<file path="src/sv/tlfs_pkg.sv">
// ----------------------------------------------------------------------------
// tlfs_pkg
// Shared types and codes for the text line fragment splitter.
// ----------------------------------------------------------------------------
package tlfs_pkg;

    localparam logic [7:0] CH_LF = 8'h0A;
    localparam logic [7:0] CH_CR = 8'h0D;

    localparam logic [2:0] KIND_HEADER      = 3'd0;
    localparam logic [2:0] KIND_BODY_HDR    = 3'd1;
    localparam logic [2:0] KIND_HEADER_ONLY = 3'd2;
    localparam logic [2:0] KIND_BODY        = 3'd3;
    localparam logic [2:0] KIND_ERROR       = 3'd4;

    localparam logic [1:0] ERR_NONE      = 2'd0;
    localparam logic [1:0] ERR_SHORT_HDR = 2'd1;
    localparam logic [1:0] ERR_HDR_LIMIT = 2'd2;

    localparam logic [2:0] REG_LINES_PER_FRAG = 3'd0;
    localparam logic [2:0] REG_MAX_FRAG_BYTES = 3'd1;
    localparam logic [2:0] REG_HEADER_LINES   = 3'd2;
    localparam logic [2:0] REG_MARKER_BYTES   = 3'd3;
    localparam logic [2:0] REG_MARKER_LENGTH  = 3'd4;
    localparam logic [2:0] REG_TRIM           = 3'd5;

    typedef enum logic [1:0] {
        HM_NONE   = 2'd0,
        HM_COUNT  = 2'd1,
        HM_MARKER = 2'd2
    } t_hmode;

    typedef struct packed {
        logic [7:0] data_byte;
        logic       stream_end;
    } t_in;

    typedef struct packed {
        logic [2:0]  kind;
        logic [31:0] start_offset;
        logic [31:0] byte_length;
        logic [31:0] text_lines;
        logic [1:0]  error_code;
        logic        last_result;
    } t_out;

    typedef struct packed {
        logic [15:0] lines_per_fragment;
        logic [31:0] max_fragment_bytes;
        logic [7:0]  header_lines;
        logic [63:0] marker_bytes;
        logic [3:0]  marker_length;
        logic        trim_trailing_newlines;
    } t_cfg;

    // One finished line, or the end of the stream, as seen by the back end.
    typedef struct packed {
        logic        is_end;
        logic [63:0] size;
        logic [1:0]  ending;
        logic        match;
        t_hmode      hmode;
    } t_event;

    function automatic logic [31:0] low32(input logic [63:0] v);
        return v[31:0];
    endfunction

endpackage

</file>
<file path="src/sv/tlfs_fifo.sv">
// ----------------------------------------------------------------------------
// tlfs_fifo
// Small register-based first-in first-out queue.
// ----------------------------------------------------------------------------
module tlfs_fifo #(
    parameter int WIDTH = 8,
    parameter int DEPTH = 4
) (
    input  logic             i_clk,
    input  logic             i_rst_n,
    input  logic             i_push,
    input  logic [WIDTH-1:0] i_data,
    output logic             o_full,
    input  logic             i_pop,
    output logic [WIDTH-1:0] o_data,
    output logic             o_empty
);
    localparam int AW = (DEPTH > 1) ? $clog2(DEPTH) : 1;

    logic [WIDTH-1:0] r_mem [DEPTH];
    logic [AW-1:0]    r_wr, r_rd;
    logic [AW:0]      r_cnt;
    logic             wr_en, rd_en;

    assign o_full  = (r_cnt == (AW+1)'(DEPTH));
    assign o_empty = (r_cnt == '0);
    assign o_data  = r_mem[r_rd];
    assign wr_en   = i_push && !o_full;
    assign rd_en   = i_pop && !o_empty;

    always_ff @(posedge i_clk) begin
        if (!i_rst_n) begin
            r_wr  <= '0;
            r_rd  <= '0;
            r_cnt <= '0;
        end else begin
            if (wr_en) begin
                r_wr <= (r_wr == AW'(DEPTH-1)) ? '0 : r_wr + 1'b1;
            end
            if (rd_en) begin
                r_rd <= (r_rd == AW'(DEPTH-1)) ? '0 : r_rd + 1'b1;
            end
            r_cnt <= r_cnt + (AW+1)'(wr_en) - (AW+1)'(rd_en);
        end
    end

    always_ff @(posedge i_clk) begin
        if (wr_en) begin
            r_mem[r_wr] <= i_data;
        end
    end

endmodule

</file>
<file path="src/sv/tlfs_front.sv">
// ----------------------------------------------------------------------------
// tlfs_front
// Scans bytes, finds line endings and marker prefixes, and queues one
// event per finished line or stream end.
// ----------------------------------------------------------------------------
module tlfs_front import tlfs_pkg::*; #(
    parameter int MARKER_MAX  = 8,
    parameter int OFFSET_BITS = 32
) (
    input  logic   i_clk,
    input  logic   i_rst_n,
    input  t_cfg   i_cfg,
    input  logic   i_valid,
    input  t_in    i_item,
    output logic   o_ev_push,
    output t_event o_ev
);
    logic [OFFSET_BITS-1:0] r_len, n_len, len_inc;
    logic                   r_cr, r_match, r_new, r_hm_valid;
    t_hmode                 r_hmode, cur_mode;
    logic [3:0]             ml;
    logic                   byte_ok, is_lf, match_now;
    logic [7:0]             mk_byte;

    assign ml      = (i_cfg.marker_length > 4'(MARKER_MAX)) ? 4'(MARKER_MAX)
                                                            : i_cfg.marker_length;
    assign mk_byte = i_cfg.marker_bytes[r_len[2:0]*8 +: 8];
    assign byte_ok = !((r_len < OFFSET_BITS'(ml)) && (i_item.data_byte != mk_byte));
    assign len_inc = r_len + 1'b1;
    assign is_lf   = (i_item.data_byte == CH_LF);

    always_comb begin
        if (r_new || !r_hm_valid) begin
            if (i_cfg.header_lines != '0)       cur_mode = HM_COUNT;
            else if (i_cfg.marker_length != '0) cur_mode = HM_MARKER;
            else                                cur_mode = HM_NONE;
        end else begin
            cur_mode = r_hmode;
        end
    end

    always_comb begin
        n_len     = r_len;
        o_ev_push = 1'b0;
        o_ev      = '0;
        o_ev.hmode = cur_mode;
        match_now = r_match && byte_ok;
        if (i_item.stream_end) begin
            o_ev_push   = i_valid;
            o_ev.is_end = 1'b1;
            o_ev.size   = 64'(r_len);
            o_ev.match  = r_match && (r_len >= OFFSET_BITS'(ml));
        end else begin
            n_len = len_inc;
            if (is_lf) begin
                o_ev_push   = i_valid;
                o_ev.size   = 64'(len_inc);
                o_ev.ending = (r_cr && len_inc >= OFFSET_BITS'(2)) ? 2'd2 : 2'd1;
                o_ev.match  = match_now && (len_inc >= OFFSET_BITS'(ml));
            end
        end
    end

    always_ff @(posedge i_clk) begin
        if (!i_rst_n) begin
            r_len      <= '0;
            r_cr       <= 1'b0;
            r_match    <= 1'b1;
            r_new      <= 1'b1;
            r_hm_valid <= 1'b0;
            r_hmode    <= HM_NONE;
        end else if (i_valid) begin
            if (i_item.stream_end) begin
                r_len   <= '0;
                r_cr    <= 1'b0;
                r_match <= 1'b1;
                r_new   <= 1'b1;
            end else begin
                r_new      <= 1'b0;
                r_hm_valid <= 1'b1;
                r_hmode    <= cur_mode;
                r_cr       <= (i_item.data_byte == CH_CR);
                if (is_lf) begin
                    r_len   <= '0;
                    r_match <= 1'b1;
                end else begin
                    r_len   <= n_len;
                    r_match <= match_now;
                end
            end
        end
    end

endmodule

</file>
<file path="src/sv/tlfs_back.sv">
// ----------------------------------------------------------------------------
// tlfs_back
// Step sequencer that turns line events into header, fragment and error
// descriptors, one descriptor step per cycle while the result queue is not full.
// ----------------------------------------------------------------------------
module tlfs_back import tlfs_pkg::*; #(
    parameter int OFFSET_BITS = 32
) (
    input  logic   i_clk,
    input  logic   i_rst_n,
    input  t_cfg   i_cfg,
    input  t_event i_ev,
    input  logic   i_ev_empty,
    output logic   o_ev_pop,
    input  logic   i_out_full,
    output logic   o_out_push,
    output t_out   o_out
);
    localparam int OB = OFFSET_BITS;
    localparam int XW = (OFFSET_BITS + 2 > 33) ? OFFSET_BITS + 2 : 33;

    typedef enum logic [6:0] {
        S_IDLE  = 7'b0000001,
        S_LINE  = 7'b0000010,
        S_BODY1 = 7'b0000100,
        S_BODY2 = 7'b0001000,
        S_END2  = 7'b0010000,
        S_END3  = 7'b0100000,
        S_FIN   = 7'b1000000
    } t_state;

    typedef enum logic [3:0] {
        PH_NEW    = 4'b0001,
        PH_HEADER = 4'b0010,
        PH_BODY   = 4'b0100,
        PH_FAILED = 4'b1000
    } t_phase;

    t_state r_state, n_state;
    t_phase r_phase, n_phase;
    t_hmode r_hmode, n_hmode;

    logic [OB-1:0] r_s, r_e;
    logic          r_match, r_is_end;
    logic [7:0]    r_seen, n_seen, seen_inc;
    logic [OB-1:0] r_hsize, r_hend, r_htext, n_hsize, n_hend, n_htext;
    logic [OB-1:0] r_fsize, r_fend, r_ftext, r_fstart;
    logic [OB-1:0] n_fsize, n_fend, n_ftext, n_fstart;
    logic [15:0]   r_taken, n_taken, taken_inc;
    t_out          r_pend, n_pend;
    logic          r_pend_v, n_pend_v;

    logic          step;
    logic [OB-1:0] ha_size, ha_end, ha_text, fa_size, fa_end, fa_text;
    logic          exc_hdr, exc_frag;

    // Fragment emit logic and its inputs.
    logic          em_sel_add;
    logic [OB-1:0] em_size, em_end, em_text, em_trim, em_len, em_htrim;
    logic          em_valid;
    t_out          em_res;

    t_out          prod;
    logic          prod_v;
    logic          done_fin;

    function automatic logic over_limit(input logic [OB-1:0] base,
                                        input logic [OB-1:0] s,
                                        input logic [OB-1:0] extra,
                                        input logic [31:0]   maxb);
        logic [XW-1:0] sum;
        sum = XW'(base) + XW'(s) + XW'(extra);
        return (maxb != '0) && (sum > XW'(maxb));
    endfunction

    function automatic t_out mk_res(input logic [2:0] kind, input logic [OB-1:0] off,
                                    input logic [OB-1:0] len, input logic [OB-1:0] lines,
                                    input logic [1:0] err);
        t_out r;
        r.kind         = kind;
        r.start_offset = low32(64'(off));
        r.byte_length  = low32(64'(len));
        r.text_lines   = low32(64'(lines));
        r.error_code   = err;
        r.last_result  = 1'b0;
        return r;
    endfunction

    assign step      = !i_out_full;
    assign seen_inc  = r_seen + 1'b1;
    assign taken_inc = (r_taken == 16'hFFFF) ? r_taken : r_taken + 1'b1;

    // Header and fragment totals with the current line added.
    always_comb begin
        ha_size = r_hsize + r_s;
        fa_size = r_fsize + r_s;
        if (r_s == r_e) begin
            ha_end  = r_hend + r_e;
            ha_text = r_htext;
            fa_end  = r_fend + r_e;
            fa_text = r_ftext;
        end else begin
            ha_end  = r_e;
            ha_text = r_htext + 1'b1;
            fa_end  = r_e;
            fa_text = r_ftext + 1'b1;
        end
    end

    assign exc_hdr  = over_limit(r_hsize, r_s, '0, i_cfg.max_fragment_bytes);
    assign exc_frag = over_limit(r_fsize, r_s, r_hsize, i_cfg.max_fragment_bytes);

    assign em_sel_add = (r_state == S_BODY2);
    assign em_size    = em_sel_add ? fa_size : r_fsize;
    assign em_end     = em_sel_add ? fa_end  : r_fend;
    assign em_text    = em_sel_add ? fa_text : r_ftext;

    always_comb begin
        em_trim  = i_cfg.trim_trailing_newlines ? em_end : '0;
        if (em_trim > em_size) em_trim = em_size;
        em_len   = em_size - em_trim;
        em_htrim = (r_hend > r_hsize) ? r_hsize : r_hend;
        em_valid = 1'b1;
        if (r_hmode != HM_NONE) begin
            if (em_len == '0) begin
                em_res = mk_res(KIND_HEADER_ONLY, '0, r_hsize - em_htrim, '0, ERR_NONE);
            end else begin
                em_res = mk_res(KIND_BODY_HDR, r_fstart, em_len, em_text, ERR_NONE);
            end
        end else begin
            em_valid = (em_len != '0);
            em_res   = mk_res(KIND_BODY, r_fstart, em_len, em_text, ERR_NONE);
        end
    end

    always_comb begin
        n_state  = r_state;
        n_phase  = r_phase;
        n_hmode  = r_hmode;
        n_seen   = r_seen;
        n_hsize  = r_hsize;
        n_hend   = r_hend;
        n_htext  = r_htext;
        n_fsize  = r_fsize;
        n_fend   = r_fend;
        n_ftext  = r_ftext;
        n_fstart = r_fstart;
        n_taken  = r_taken;
        prod     = em_res;
        prod_v   = 1'b0;
        done_fin = 1'b0;
        o_ev_pop = 1'b0;
        case (r_state)
            S_IDLE: begin
                if (!i_ev_empty) begin
                    // The event leaves the queue only when the step is taken.
                    o_ev_pop = step;
                    if (r_phase == PH_NEW) begin
                        n_hmode = i_ev.hmode;
                        n_phase = (i_ev.hmode == HM_NONE) ? PH_BODY : PH_HEADER;
                    end
                    if (i_ev.is_end && (r_phase == PH_FAILED || OB'(i_ev.size) == '0)) begin
                        n_state = S_END2;
                    end else begin
                        n_state = S_LINE;
                    end
                end
            end
            S_LINE: begin
                n_state = r_is_end ? S_END2 : S_FIN;
                if (r_phase == PH_HEADER) begin
                    if (r_hmode == HM_MARKER && !r_match) begin
                        prod     = mk_res(KIND_HEADER, '0, r_hsize, r_htext, ERR_NONE);
                        prod_v   = 1'b1;
                        n_phase  = PH_BODY;
                        n_fstart = r_hsize;
                        n_state  = S_BODY1;
                    end else if (exc_hdr) begin
                        prod    = mk_res(KIND_ERROR, '0, '0, '0, ERR_HDR_LIMIT);
                        prod_v  = 1'b1;
                        n_phase = PH_FAILED;
                    end else begin
                        n_hsize = ha_size;
                        n_hend  = ha_end;
                        n_htext = ha_text;
                        if (r_hmode == HM_COUNT) begin
                            n_seen = seen_inc;
                            if (seen_inc >= i_cfg.header_lines) begin
                                prod     = mk_res(KIND_HEADER, '0, ha_size, ha_text, ERR_NONE);
                                prod_v   = 1'b1;
                                n_phase  = PH_BODY;
                                n_fstart = ha_size;
                            end
                        end
                    end
                end else if (r_phase == PH_BODY) begin
                    n_state = S_BODY1;
                end
            end
            S_BODY1: begin
                n_state = S_BODY2;
                if (r_taken != '0 && exc_frag) begin
                    prod_v   = em_valid;
                    n_fstart = r_fstart + r_fsize;
                    n_fsize  = '0;
                    n_fend   = '0;
                    n_ftext  = '0;
                    n_taken  = '0;
                end
            end
            S_BODY2: begin
                n_state = r_is_end ? S_END2 : S_FIN;
                if (exc_frag || i_cfg.lines_per_fragment == taken_inc) begin
                    // The line joins the fragment, which then closes.
                    prod_v   = em_valid;
                    n_fstart = r_fstart + fa_size;
                    n_fsize  = '0;
                    n_fend   = '0;
                    n_ftext  = '0;
                    n_taken  = '0;
                end else begin
                    n_taken = taken_inc;
                    n_fsize = fa_size;
                    n_fend  = fa_end;
                    n_ftext = fa_text;
                end
            end
            S_END2: begin
                n_state = S_END3;
                if (r_phase == PH_HEADER) begin
                    if (r_hmode == HM_COUNT && r_seen < i_cfg.header_lines) begin
                        prod    = mk_res(KIND_ERROR, '0, '0, '0, ERR_SHORT_HDR);
                        prod_v  = 1'b1;
                        n_phase = PH_FAILED;
                    end else begin
                        prod     = mk_res(KIND_HEADER, '0, r_hsize, r_htext, ERR_NONE);
                        prod_v   = 1'b1;
                        n_phase  = PH_BODY;
                        n_fstart = r_hsize;
                    end
                end
            end
            S_END3: begin
                n_state = S_FIN;
                if (r_phase == PH_BODY && r_fsize != '0) begin
                    prod_v = em_valid;
                end
                // The stream is over: the phase and the header and fragment state return to their start values.
                n_phase  = PH_NEW;
                n_hmode  = HM_NONE;
                n_seen   = '0;
                n_hsize  = '0;
                n_hend   = '0;
                n_htext  = '0;
                n_fsize  = '0;
                n_fend   = '0;
                n_ftext  = '0;
                n_fstart = '0;
                n_taken  = '0;
            end
            S_FIN: begin
                n_state  = S_IDLE;
                done_fin = 1'b1;
            end
            default: begin
                n_state = S_IDLE;
            end
        endcase
    end

    // The newest result waits in a holding register until the next one, or
    // the end of the event, tells whether it is the last one.
    always_comb begin
        n_pend     = r_pend;
        n_pend_v   = r_pend_v;
        o_out_push = 1'b0;
        o_out      = r_pend;
        if (done_fin) begin
            o_out.last_result = 1'b1;
            o_out_push        = r_pend_v;
            n_pend_v          = 1'b0;
        end else if (prod_v) begin
            o_out_push = r_pend_v;
            n_pend     = prod;
            n_pend_v   = 1'b1;
        end
        if (!step) begin
            o_out_push = 1'b0;
        end
    end

    always_ff @(posedge i_clk) begin
        if (!i_rst_n) begin
            r_state  <= S_IDLE;
            r_phase  <= PH_NEW;
            r_hmode  <= HM_NONE;
            r_seen   <= '0;
            r_hsize  <= '0;
            r_hend   <= '0;
            r_htext  <= '0;
            r_fsize  <= '0;
            r_fend   <= '0;
            r_ftext  <= '0;
            r_fstart <= '0;
            r_taken  <= '0;
            r_pend_v <= 1'b0;
        end else if (step) begin
            r_state  <= n_state;
            r_phase  <= n_phase;
            r_hmode  <= n_hmode;
            r_seen   <= n_seen;
            r_hsize  <= n_hsize;
            r_hend   <= n_hend;
            r_htext  <= n_htext;
            r_fsize  <= n_fsize;
            r_fend   <= n_fend;
            r_ftext  <= n_ftext;
            r_fstart <= n_fstart;
            r_taken  <= n_taken;
            r_pend_v <= n_pend_v;
        end
    end

    always_ff @(posedge i_clk) begin
        if (step) begin
            r_pend <= n_pend;
            if (o_ev_pop) begin
                r_s      <= OB'(i_ev.size);
                r_e      <= OB'(i_ev.ending);
                r_match  <= i_ev.match;
                r_is_end <= i_ev.is_end;
            end
        end
    end

    a_err_fields_zero: assert property (@(posedge i_clk) disable iff (!i_rst_n)
        o_out_push && o_out.kind == KIND_ERROR |->
            o_out.start_offset == '0 && o_out.byte_length == '0 && o_out.text_lines == '0)
        else $error("error result carries nonzero range fields");

    a_no_code_on_normal: assert property (@(posedge i_clk) disable iff (!i_rst_n)
        o_out_push && o_out.kind != KIND_ERROR |-> o_out.error_code == ERR_NONE)
        else $error("normal result carries an error code");

    a_idle_no_pending: assert property (@(posedge i_clk) disable iff (!i_rst_n)
        r_state == S_IDLE |-> !r_pend_v)
        else $error("result left pending between events");

    a_pop_only_idle: assert property (@(posedge i_clk) disable iff (!i_rst_n)
        o_ev_pop && step |=> r_state == S_LINE || r_state == S_END2)
        else $error("event taken without starting its steps");

endmodule

</file>
<file path="src/sv/text_line_fragment_splitter_top.sv">
// Throughput: one byte per cycle while full is low; the back-end sequencer steps through its
// states for each line or stream end, so short lines fill the event queue and raise full.
// Results leave through a four-entry queue, at most one per cycle.
// Reset (synchronous, active low) clears the queues, the registers to their
// reset values and the line and fragment state; no clearing pass is needed.
// ----------------------------------------------------------------------------
// text_line_fragment_splitter_top
// Splits a byte stream into header and line-count or size-bounded fragments, with error results.
// ----------------------------------------------------------------------------
module text_line_fragment_splitter_top import tlfs_pkg::*; #(
    parameter int MARKER_MAX  = 8,
    parameter int OFFSET_BITS = 32
) (
    input  logic        i_clk,
    input  logic        i_rst_n,
    input  logic        push,
    output logic        full,
    input  t_in         i_item,
    output logic        empty,
    input  logic        pop,
    output t_out        o_item,
    input  logic        psel,
    input  logic        penable,
    input  logic        pwrite,
    input  logic [5:0]  paddr,
    input  logic [63:0] pwdata,
    output logic [63:0] prdata,
    output logic        pready
);
    t_cfg   r_cfg;
    logic   in_acc, ev_push, ev_full, ev_empty, ev_pop, out_full, out_push;
    t_event ev_in, ev_out;
    t_out   res;
    logic [$bits(t_event)-1:0] ev_raw;
    logic [$bits(t_out)-1:0]   out_raw;
    logic [2:0] reg_idx;

    assign pready  = 1'b1;
    assign reg_idx = paddr[5:3];
    assign full    = ev_full;
    assign in_acc  = push && !ev_full;

    always_ff @(posedge i_clk) begin
        if (!i_rst_n) begin
            r_cfg.lines_per_fragment     <= 16'd1;
            r_cfg.max_fragment_bytes     <= '0;
            r_cfg.header_lines           <= '0;
            r_cfg.marker_bytes           <= '0;
            r_cfg.marker_length          <= '0;
            r_cfg.trim_trailing_newlines <= 1'b0;
        end else if (psel && penable && pwrite && pready) begin
            case (reg_idx)
                REG_LINES_PER_FRAG: r_cfg.lines_per_fragment     <= pwdata[15:0];
                REG_MAX_FRAG_BYTES: r_cfg.max_fragment_bytes     <= pwdata[31:0];
                REG_HEADER_LINES:   r_cfg.header_lines           <= pwdata[7:0];
                REG_MARKER_BYTES:   r_cfg.marker_bytes           <= pwdata;
                REG_MARKER_LENGTH:  r_cfg.marker_length          <= pwdata[3:0];
                REG_TRIM:           r_cfg.trim_trailing_newlines <= pwdata[0];
                default: ;
            endcase
        end
    end

    always_comb begin
        case (reg_idx)
            REG_LINES_PER_FRAG: prdata = 64'(r_cfg.lines_per_fragment);
            REG_MAX_FRAG_BYTES: prdata = 64'(r_cfg.max_fragment_bytes);
            REG_HEADER_LINES:   prdata = 64'(r_cfg.header_lines);
            REG_MARKER_BYTES:   prdata = r_cfg.marker_bytes;
            REG_MARKER_LENGTH:  prdata = 64'(r_cfg.marker_length);
            REG_TRIM:           prdata = 64'(r_cfg.trim_trailing_newlines);
            default:            prdata = '0;
        endcase
    end

    tlfs_front #(.MARKER_MAX(MARKER_MAX), .OFFSET_BITS(OFFSET_BITS)) u_front (
        .i_clk     (i_clk),
        .i_rst_n   (i_rst_n),
        .i_cfg     (r_cfg),
        .i_valid   (in_acc),
        .i_item    (i_item),
        .o_ev_push (ev_push),
        .o_ev      (ev_in)
    );

    tlfs_fifo #(.WIDTH($bits(t_event)), .DEPTH(4)) u_ev_q (
        .i_clk   (i_clk),
        .i_rst_n (i_rst_n),
        .i_push  (ev_push),
        .i_data  (ev_in),
        .o_full  (ev_full),
        .i_pop   (ev_pop),
        .o_data  (ev_raw),
        .o_empty (ev_empty)
    );

    assign ev_out = t_event'(ev_raw);

    tlfs_back #(.OFFSET_BITS(OFFSET_BITS)) u_back (
        .i_clk      (i_clk),
        .i_rst_n    (i_rst_n),
        .i_cfg      (r_cfg),
        .i_ev       (ev_out),
        .i_ev_empty (ev_empty),
        .o_ev_pop   (ev_pop),
        .i_out_full (out_full),
        .o_out_push (out_push),
        .o_out      (res)
    );

    tlfs_fifo #(.WIDTH($bits(t_out)), .DEPTH(4)) u_out_q (
        .i_clk   (i_clk),
        .i_rst_n (i_rst_n),
        .i_push  (out_push),
        .i_data  (res),
        .o_full  (out_full),
        .i_pop   (pop),
        .o_data  (out_raw),
        .o_empty (empty)
    );

    assign o_item = t_out'(out_raw);

endmodule
</file>
<file path="config.mk">
export PLATFORM = sky130hd
export DESIGN_NAME = text_line_fragment_splitter_top
export DESIGN_NICKNAME = d
export VERILOG_FILES = /design/src/sv/tlfs_pkg.sv /design/src/sv/tlfs_fifo.sv /design/src/sv/tlfs_front.sv /design/src/sv/tlfs_back.sv /design/src/sv/text_line_fragment_splitter_top.sv
export SDC_FILE = /design/constraint.sdc
export NUM_CORES = 2
export LEC_CHECK = 0
export BUFFER_PORTS_ARGS = -buffer_cell sky130_fd_sc_hd__buf_4
export CAP_MARGIN = 20
export CORE_UTILIZATION = 49
export CTS_CLUSTER_SIZE = 24
export DETAILED_ROUTE_END_ITERATION = 7
export GPL_ROUTABILITY_DRIVEN = 1
export MAX_ROUTING_LAYER = met4
export PLACE_DENSITY = 0.69
export SYNTH_ARGS = -nofsm -noshare
export SYNTH_HDL_FRONTEND = slang
export SYNTH_HIERARCHICAL = 1
export SYNTH_SLANG_ARGS = --single-unit
</file>
<file path="constraint.sdc">
create_clock -name i_clk -period 16.4 [get_ports i_clk]
set_input_delay 1.64 -clock i_clk [delete_from_list [all_inputs] [get_ports i_clk]]
set_output_delay 1.64 -clock i_clk [all_outputs]
set_load 0.01 [all_outputs]
</file>
# Yosys cells after proc, flatten, opt, wreduce, memory -nomap -nowiden
# Memory sizes are Yosys's and may differ from the RTL's. A register that Yosys moved wholly into a read port is not among the register bits.
# Cells that the tools add are included.
[op_classes]
add_sub_neg = 24
n_lt_le_gt_ge = 11
eq_ne = 45
shifts = 1
mux = 129
n_bitwise = 3
n_reduce_logical = 65
[op_table]
columns = ["op", "n"]
rows = [
  ["$mux 32", 35],
  ["$mux 102", 6],
  ["$pmux 64 s6", 1],
  ["$mux 101", 3],
  ["$pmux 32 s3", 3],
  ["$pmux 102 s2", 1],
  ["$pmux 32 s2", 3],
  ["$pmux 32 s5", 1],
  ["$add 32x32->32", 4],
  ["$add 32x1->32 const B", 3],
  ["$reduce_bool 32->1", 3],
  ["$gt 34x32->1", 2],
  ["$add 32x32->33", 2],
  ["$add 32x2->32", 2],
  ["$ge 32x4->1", 2],
  ["$gt 32x32->1", 2],
  ["$logic_not 32->1", 2],
  ["$shiftx 64x7->8", 1],
  ["$sub 32x32->32", 2],
  ["$mux 16", 3],
  ["$pmux 16 s3", 1],
  ["$pmux 7 s6", 1],
  ["$mux 4", 10],
  ["$mux 35", 1],
  ["66 further kinds", 184],
]
[totals]
regBits = 577
ramBits = 560
in_bits = 86
output_inout_bits = 169
n_memories = 2
[mem_list]
columns = ["name", "depth", "width", "read_ports", "rd_ports_with_merged_regs", "wr", "line", "source"]
rows = [
  ["u_out_q.r_mem", 4, 102, 1, 1, 1, "tlfs_fifo.sv:20", "logic [WIDTH-1:0] r_mem [DEPTH];"],
  ["u_ev_q.r_mem", 4, 38, 1, 1, 1, "tlfs_fifo.sv:20", ""],
]

# Depth between registers and ports, before layout
[depth]
word_depth = 17
ltp_mapped = 50

# Hierarchy
# The synthesis kept the hierarchy.
[by_module_without_submodules]
columns = ["mod", "instances", "cells_each", "area_each_um2", "seq_area_each_um2"]
rows = [
  ["tlfs_back", 1, 4588, 36211.0, 9359.0],
  ["tlfs_fifo at u_out_q", 1, 585, 15190.8, 12431.9],
  ["tlfs_fifo at u_ev_q", 1, 419, 10660.2, 8588.2],
  ["text_line_fragment_splitter_top", 1, 615, 5650.4, 2502.4],
  ["tlfs_front", 1, 616, 4464.3, 760.7],
]

# Worst setup path after synthesis
# No wires, ideal clock.
[synth_path]
kind = "register -> register"
start = "register u_back.r_s[0]"
end = "register u_back.r_pend, in the netlist u_back/o_out[100], enable pin"
arrival_time_ns = 15.147
path_slack_ns = 0.538
path_stages_with_launch = 39
path_buffers = 2
synth_period_minus_slack_ns = 15.862
cell_sequence = "edfxtp_1 > ha_1 > inv_1 > fa_1 > nor2b_1 > o21ai_0 > a21boi_0 > o31ai_1 > o211a_1 > a21oi_1 > a21oi_1 > o31ai_1 > a221oi_1 > xnor2_1 > mux2_2 > inv_1 > ha_1 > nand4_1 > (+3 left out) > o21ai_0 > clkbuf_1 > clkbuf_1 > mux2i_1 > ha_1 > inv_1 > fa_1 > a211o_1 > a211oi_4 > nor3_2 > o41a_1 > a311oi_2 > xor2_1 > o2111ai_1 > nor4_2 > nand3b_1 > o21ai_0 > a21boi_0"
[synth_between]
elab_chain_cells = 12
[synth_rtl]
columns = ["element", "line", "source"]
rows = [
  ["start, declared", "tlfs_back.sv:43", "logic [OB-1:0] r_s, r_e;"],
  ["start signal, assigned", "tlfs_back.sv:328", "r_s <= OB'(i_ev.size);"],
  ["parallel branches: the longest is 10 deep, another holds $add 32x32->32", "--", ""],
  ["$pmux 1 s5 (*)", "tlfs_back.sv:153", "case (r_state)"],
  ["$reduce_and 3->1 (no line) (*)", "--", ""],
  ["end signal, assigned", "tlfs_back.sv:326", "r_pend <= n_pend;"],
  ["end, declared", "tlfs_back.sv:50", "t_out r_pend, n_pend;"],
]
# Every way passes the cells marked *.
# A chain may end at the register's enable or synchronous reset.

# Final worst setup path
[layout_path]
start = "register u_back.r_s[0]"
end = "register u_out_q.r_cnt[2]"
[layout_between]
elab_chain_cells = 17
[layout_rtl]
columns = ["element", "line", "source"]
rows = [
  ["parallel branches: the longest is 10 deep, another holds $add 32x32->32", "--", ""],
  ["$pmux 1 s5 (*)", "tlfs_back.sv:153", ""],
  ["$mux 1 (*)", "tlfs_back.sv:282", "end else if (prod_v) begin"],
  ["$mux 1 (*)", "tlfs_back.sv:278", "if (done_fin) begin"],
  ["$mux 1 (*)", "tlfs_back.sv:287", "if (!step) begin"],
  ["via out_push", "text_line_fragment_splitter_top.sv:31", "logic in_acc, ev_push, ev_full, ev_empty, ev_pop, out_full, out_push;"],
  ["$logic_and 1x1->1 (*)", "tlfs_fifo.sv:28", "assign wr_en = i_push && !o_full;"],
  ["$add 3x1->3 (*)", "tlfs_fifo.sv:43", "r_cnt <= r_cnt + (AW+1)'(wr_en) - (AW+1)'(rd_en);"],
  ["$sub 3x1->3 (*)", "tlfs_fifo.sv:43", ""],
  ["end signal, assigned", "tlfs_fifo.sv:43", ""],
  ["end, declared", "tlfs_fifo.sv:22", "logic [AW:0] r_cnt;"],
]
# Mark *: on every way through the listed nets, which the timed path passes.

==> out/qor.log <==
[floorplan] IO Pins 255
[clocking] buffers inserted during post-CTS setup optimization 0
[layout] layout cells sized above 1 0.1246
[route] Routed wire per std cell 26.56 um
[timing] post-layout min period 12.92 ns
[place] dpl hpwl 165500 um
[global_routing] pin count of the biggest net entering global routing 103
[critical_path] cell type with the highest occurrence count on the critical path sky130_fd_sc_hd__ha_1
[critical_path] CP Max Fanout 37
[floorplan] Core Rows 135
[layout] nets@finish 7226
[clocking] Sink Count 1140
[route] antenna-violating nets left 0
[synthesis] synthesized instance count 6626
[floorplan] starting density of the core 0.4957
[clocking] post-cts sizing count 0
[outcome] status finished, final reports clean
[timing] transition time at the pin with the least slew margin 1.184 ns
[timing] Slew Viols, Final 0
[route] violation count after the first detailed-route iteration 6010
[clocking] TritonCTS Buffers 118
[clocking] H-tree depth reported by CTS 3
[synthesis] cell area after technology mapping 67320 um^2
[layout] commonest cells after routing, fill and taps aside sky130_fd_sc_hd__nand2_1, sky130_fd_sc_hd__edfxtp_1, sky130_fd_sc_hd__a21oi_1
[synthesis] number of warning messages in the yosys log 6
[clocking] clock tree from TritonCTS built
[synthesis] mean cell area of the mapped netlist 10.16 um^2
[pwr] leakage dissipation 27.68 nW
[route] total wire length 229100 um
[place] Post-Place Setup Slack 3.682 ns
[timing] worst setup skew after layout 0.06365 ns
[critical_path] slowest cell on the critical path sky130_fd_sc_hd__o21ai_0
[layout] most common cell after layout, fill and taps aside sky130_fd_sc_hd__nand2_1
[route] count of unresolved DRC violations after routing 0
[floorplan] placeable core region 135800 um^2
[global_routing] initial antenna violation count 7
[floorplan] die height 372.7 um
[clocking] clock latency of the later-clocked register in the worst-skew pair 0.78 ns
[clocking] buffers from clock root to sink, at most 3
[clocking] clock slew at the register clock pins of the worst setup and hold paths 0.07 ns
[global_routing] global-route usage over all layers 0.3309
[clocking] hold-fix buffers at CTS 0
[synthesis] Post-Syn Nets 7119
[route] router iterations before antenna repair 7
[critical_path] critical path capture point type register
[floorplan] Die W 372.7 um
[global_routing] overflow left after global routing 0
[route] total via count in the routed design 54.97k
[pwr] peak supply drop 0.09783 mV
[layout] area growth from synthesis to final layout 11.66%
[run] max_cap viols 0
[timing] Slew HR 0.2071
[global_routing] via count of the first global-routing pass 52.20k
[clocking] root buffer cell sky130_fd_sc_hd__clkbuf_16
[global_routing] global-route wire length before repair 337400 um
[timing] TNS Setup 0 ns
[place] RePlAce Congestion 1.059
[timing] final hold violations 0
[layout] Fillers 11.80k
[timing] worst slack on hold paths 0.4646 ns
[critical_path] CP Data Required Time 17.03 ns
[timing] fraction of the cycle the final worst path needs 0.7879
[critical_path] Worst EP arrival 13.55 ns
[floorplan] area of the die 138900 um^2
[hold_path] type of the tightest min-delay check register to register
[place] Port Buffers 250
[pwr] power density over cell area 109.5 nW/um^2
[critical_path] largest incremental delay on the critical path 0.66 ns
[timing] setup repair after global routing missed its margin no
[timing] final worst slack 3.479 ns
[critical_path] startpoint-to-endpoint class of the critical path register to register
[timing] total of endpoints with negative setup slack in the final report 0
[timing] peak clock frequency supported by timing 0.07739 GHz
[critical_path] critical path launch point type register
[route] via/cell ratio 6.372
[critical path, delay by kind of cell, from the launching register on]
| kind | cells | cell delay, ns |
|---|---|---|
| adders and majority gates | 7 | 2.14 |
| and+or+nand+nor | 11 | 3.51 |
| DFF | 1 | 0.55 |
| muxes | 1 | 0.25 |
| AOI/OAI and AO/OA | 18 | 5.20 |
| xor gates and xnor gates | 3 | 0.56 |
| buffers and inverters | 5 | 0.58 |
[area by class of cell]
type / instances / area, um^2 / share of cell area
multi-input combinational: 4868 / 35250 / 0.4690
clock inverter: 73 / 915.9 / 0.01218
antenna: 7 / 17.52 / 0.0002330
sequential: 1140 / 29810 / 0.3965
clock buffer: 152 / 3232 / 0.04299
inverter: 232 / 875.8 / 0.01165
timing repair buffer: 373 / 2840 / 0.03778
tap: 1781 / 2228 / 0.02964
[report_power, final]
| part | leakage [nW] | internal, mW | total [mW] | switching [mW] |
|---|---|---|---|---|
| combinational | 15.9 | 0.775 | 2.05 | 1.27 |
| clock | 2.01 | 1.65 | 2.85 | 1.20 |
| sequential | 9.73 | 3.14 | 3.33 | 0.196 |
[registers in the layout (all words and copies together), names as in the netlist, 3 cells and up, named ones only]
name and cells:
u_out_q/r_mem 408, u_ev_q/r_mem 152, r_cfg 125, u_back/o_out 101
u_back/r_fend 32, u_back/r_fsize 32, u_back/r_fstart 32, u_back/r_ftext 32
u_back/r_hend 32, u_back/r_hsize 32, u_back/r_htext 32, u_back/r_s 32
u_front/r_len 32, u_back/r_taken 16, u_back/r_seen 8, u_back/r_state 7
u_back/r_phase 4, u_ev_q/r_cnt 3, u_out_q/r_cnt 3
[final timing paths]
path,start,end,slack (ns),cells past startpoint
worst max-delay path,u_back/r_s[0],u_out_q/r_cnt[2],3.48,45
worst min-delay path,u_back/o_out[100],u_out_q/r_mem[3][100],0.46,0
worst max register to register,u_back/r_s[0],u_out_q/r_cnt[2],3.48,45
worst min register to register,u_back/o_out[100],u_out_q/r_mem[3][100],0.46,0
[per-stage QoR]
step | utilization | power, mW | instance area (um^2) | instances
2_1_floorplan | - | 4.568 | 67320 | 6626
3_3_place_gp | 0.5225 | 5.370 | 70960 | 8389
3_5_place_dp | 0.5226 | 5.389 | 70980 | 8391
4_1_cts | 0.5532 | 8.232 | 75130 | 8616
5_1_grt | 0.5535 | 8.518 | 75170 | 8625
6_report | 0.5535 | 8.227 | 75170 | 8626
[layer usage]
| metal | part of all wire | wire length, um | GRT usage |
|---|---|---|---|
| met4 | 0.064 | 14730 | 0.1837 |
| met2 | 0.46 | 104900 | 0.5111 |
| met5 | 0 | 0 | - |
| met1 | 0.40 | 91490 | 0.4144 |
| met3 | 0.078 | 17950 | 0.05465 |
(Power assumes the default switching activity.)
